===== src/dts_ram.sv =====
// dts_ram: generic single-write, single-read ram with registered read data
// no dependencies
module dts_ram #(
    parameter int WIDTH = 12,
    parameter int DEPTH = 64
) (
    input  logic                     i_clk,
    input  logic                     i_we,
    input  logic [$clog2(DEPTH)-1:0] i_waddr,
    input  logic [WIDTH-1:0]         i_wdata,
    input  logic [$clog2(DEPTH)-1:0] i_raddr,
    output logic [WIDTH-1:0]         o_rdata
);
    logic [WIDTH-1:0] r_mem [DEPTH];
    logic [WIDTH-1:0] r_rdata;

    always_ff @(posedge i_clk) begin
        if (i_we) begin
            r_mem[i_waddr] <= i_wdata;
        end
        r_rdata <= r_mem[i_raddr];
    end

    assign o_rdata = r_rdata;
endmodule

===== config.mk =====
export PLATFORM = sky130hd
export DESIGN_NAME = dts_ram
export DESIGN_NICKNAME = d
export VERILOG_FILES = /design/src/dts_ram.sv
export SDC_FILE = /design/constraint.sdc
export NUM_CORES = 1
export LEC_CHECK = 0
export BUFFER_PORTS_ARGS = -buffer_cell sky130_fd_sc_hd__buf_2
export CAP_MARGIN = 20
export CORE_UTILIZATION = 62
export DETAILED_ROUTE_END_ITERATION = 8
export PLACE_DENSITY_LB_ADDON = 0.25
export SYNTH_ARGS = -nofsm -noshare
export SYNTH_HDL_FRONTEND = slang
export SYNTH_SLANG_ARGS = --single-unit

===== constraint.sdc =====
create_clock -name i_clk -period 2.1 [get_ports i_clk]
set_input_delay 0.105 -clock i_clk [delete_from_list [all_inputs] [get_ports i_clk]]
set_output_delay 0.105 -clock i_clk [all_outputs]
set_load 0.05 [all_outputs]

Word-level counts from Yosys, hierarchy flattened
Memories as Yosys holds them, arrays and structs flattened. A register that Yosys moved wholly into a read port is not among the register bits.
Cells that the tools add are included.

word-level totals
  register bits = 0
  memory bits (writable) = 768
  input port bits = 26
  memories kept = 1

memory list
  memory  depth  bits a word  read ports  clocked after memory_dff  wr ports  line  source
  r_mem   64     12           1           1                         1         14    logic [WIDTH-1:0] r_mem [DEPTH];

cells by class
  mux-type cells = 2

operator list
  operator  number
  $mux W1   2

Longest topological paths before layout
  depth in word-level cells = 2
  gate-level depth with buffers = 9
  depth with buffers taken out = 5

Least setup slack after synthesis
OpenSTA, ideal clock, no wires.

  path kind = input to register
  start = input port i_waddr[3]
  end = memory r_mem[48][0], enable pin
  setup time = 0.396 ns
  arrival time = 1.493 ns
  path slack = 0.211 ns
  stages on the path = 4
  cell sequence = clkbuf_1 -> nor2b_1 -> nand4b_1 -> nor3_1

RTL lines
  what         line  source
  from (decl)  9     input logic [$clog2(DEPTH)-1:0] i_waddr,
  to (decl)    14

Straight into the memory's write port.

==> results.ini <==
[outcome]
outcome=complete, no violations

[placement]
place_area_um2=32000
io_buffers=37
place.gp.congestion=0.854
pre_cts_ws_ns=-0.244
hpwlAfterDp_um=42800

[yosys]
synthCells=1339
netlist_area_um2=29900
netlist_top_cells_count=edfxtp_1, mux4_2, nor2_1, clkbuf_1, o22ai_1
synth_flop_cell=edfxtp_1
synthArstFlopShare_pct=0
yosys.area.top_type_share_pct=77.3
yosysTopAreaCell=edfxtp_1
synth_area_leaders=edfxtp_1, mux4_2, nor2_1, dfxtp_1, mux2i_1
postSynthRegisterBits=780
syn_nets=1365
synth.most_common_cell=edfxtp_1
synthesis.yosys.warnings=0
avgSynthCellArea_um2=22.3
yosysUniqueCellTypes=35
synth_edf_count=768
ys_seq_area_share_pct=78.1

[floorplanning]
die_h_um=221
rows=80
fp.coreArea_um2=47600
fp.dieW_um=221
floorplan.initialDensity_pct=62.7
io_pins=38
dieArea_um2=49000

[global_routing]
grt_overflow=0
grt_pass1_wl_um=103000
grt_use_total_pct=29.8
grt_max_degree=65
antenna_found_initial=5
grt_pass1_vias=15336

[clock_network]
worst_skew_pair.late_latency_ns=0.63
h-tree-depth=3
ctsLongestPathBuffers=3
clk_pin_slew_ns=0.07
post-cts-setup-buffers=0
cts_buffers=77
cts_tree=done
cts_root_buffer=clkbuf_16
cts.sinks=780

[timing]
max_freq_ghz=0.484
layout_min_cycle_time_ns=2.07
worstMarginPinSlew_ns=0.939
final.setup.worst_slack_ns=0.0341
hold_viol=0
worst_hold_slack_ns=0.0207
setup_viol=0
maxSlewHeadroom_pct=37.3
slew_violations=0
rsz0062_at_grt=no
skew_ns=0.0216
fin_crit_sh_pct=98.4

[power]
p_leak_uw=0.0111
ir_drop_uv=856
pwr_density_cell_nw_per_um2=946

[min_path]
min_path_type=in -> reg
min_from=i_wdata[10]

[setup_path]
critical_path.startpoint=r_mem[21][4]
cp_slowest_stage_delay_ns=0.49
endpoint_kind=flop
timing.rr.start=r_mem[21][4]
cp.arrival_ns=2.54
crit_chain=mux4_2 > mux2_2 > o22a_1 > o221ai_1 > o31ai_1
crit_slowest_cell=mux4_2
path_class=reg -> reg
required_ns=2.58
cp_max_fo=1
crit_path_start_kind=flop
crit_family=multiplexers
path_buf_inv=0

[drt]
drc=0
routed_wl_um=70700
num_vias=15112
drtIter0Drc=2083
dr.pass1.iters=5
via_per_inst=6.76
drtAntennaViolNets=0
wl_per_cell_um=31.6

[layout]
area_growth_pct=15.7
fill_cells=2679
final_nets=1584
fin_area_um2=34500
drive_above_1_share_pct=32.3
final_util_pct=72.5

[flow_run]
maxCapViolCount=0

## worst paths after layout
kind                                      end  slack [ns]  cells past startpoint
worst max register to register     o_rdata[4]        0.03                      5
worst max-delay path               o_rdata[4]        0.03                      5
worst min-delay path            r_mem[14][10]        0.02                      1
worst min register to register     o_rdata[3]        0.84                      4
## flip-flops by register name, summed over array words and instances, names as in the netlist
| signal | count |
|---|---|
| o_rdata | 12 |
| r_mem | 768 |
## layer usage
layer | global-route usage (%) | share of wire (%) | wire, µm
met5 | 0 | 0.030 | 21
met4 | 11.3 | 3.7 | 2580
met3 | 6.55 | 10 | 7300
met2 | 46.2 | 48 | 33700
met1 | 42.6 | 38 | 27100
## stage by stage
stage               TNS [ns]  std cells  total power, µW
floorplan                  0       1339            18600
global placement      -0.833       2090            19400
detailed placement    -0.912       2090            19400
CTS                        0       2234            32900
global route               0       2235            33500
finish                     0       2236            32700
## area by class of cell
cell class                 count  area [µm²]  share of cell area (%)
sequential                   780       23300                    67.5
clock buffer                  95        2070                    5.99
tap                          615         769                    2.23
clock inverter                45         433                    1.25
timing repair buffer         213        1840                    5.31
antenna                        2        5.00                  0.0145
multi-input combinational    486        6130                    17.7
## kinds of logic after synthesis
logic type / share of synthesized area [%]
muxes: 15.4
DFF: 78.1
AOI/OAI and AO/OA: 2.59
buffers and inverters: 1.44
and+or+nand+nor: 2.49
## repair_timing
action / CTS / global route
resized for setup: 0 / 0
hold endpoints to repair: 71 / 0
endpoints found under the setup margin: 0 / 0
hold buffers: 4 / 0
## report_power, final
part	switching [µW]	internal (µW)	leakage (µW)
Clock	5650	7890	0.00120
Combinational	1120	729	0.00291
Sequential	62.3	17200	0.00701
## worst reg2reg max path, cell delays in order, from the launching register on
cell and delay (ns):
edfxtp_1 0.38, mux4_2 0.49, mux2_2 0.29, o22a_1 0.18
o221ai_1 0.40, o31ai_1 0.19
## layout by cell type, fill, tap and decap left out, drive strengths merged, types with 16 or more instances in the layout
| cell | instances |
|---|---|
| o22ai | 23 |
| edfxtp | 768 |
| buf | 209 |
| clkinv | 28 |
| nor2 | 74 |
| clkbuf | 95 |
| mux2i | 20 |
| mux4 | 192 |
| o221ai | 16 |
| nand2b | 21 |
No activity file was read; power rests on OpenSTA's default activity.
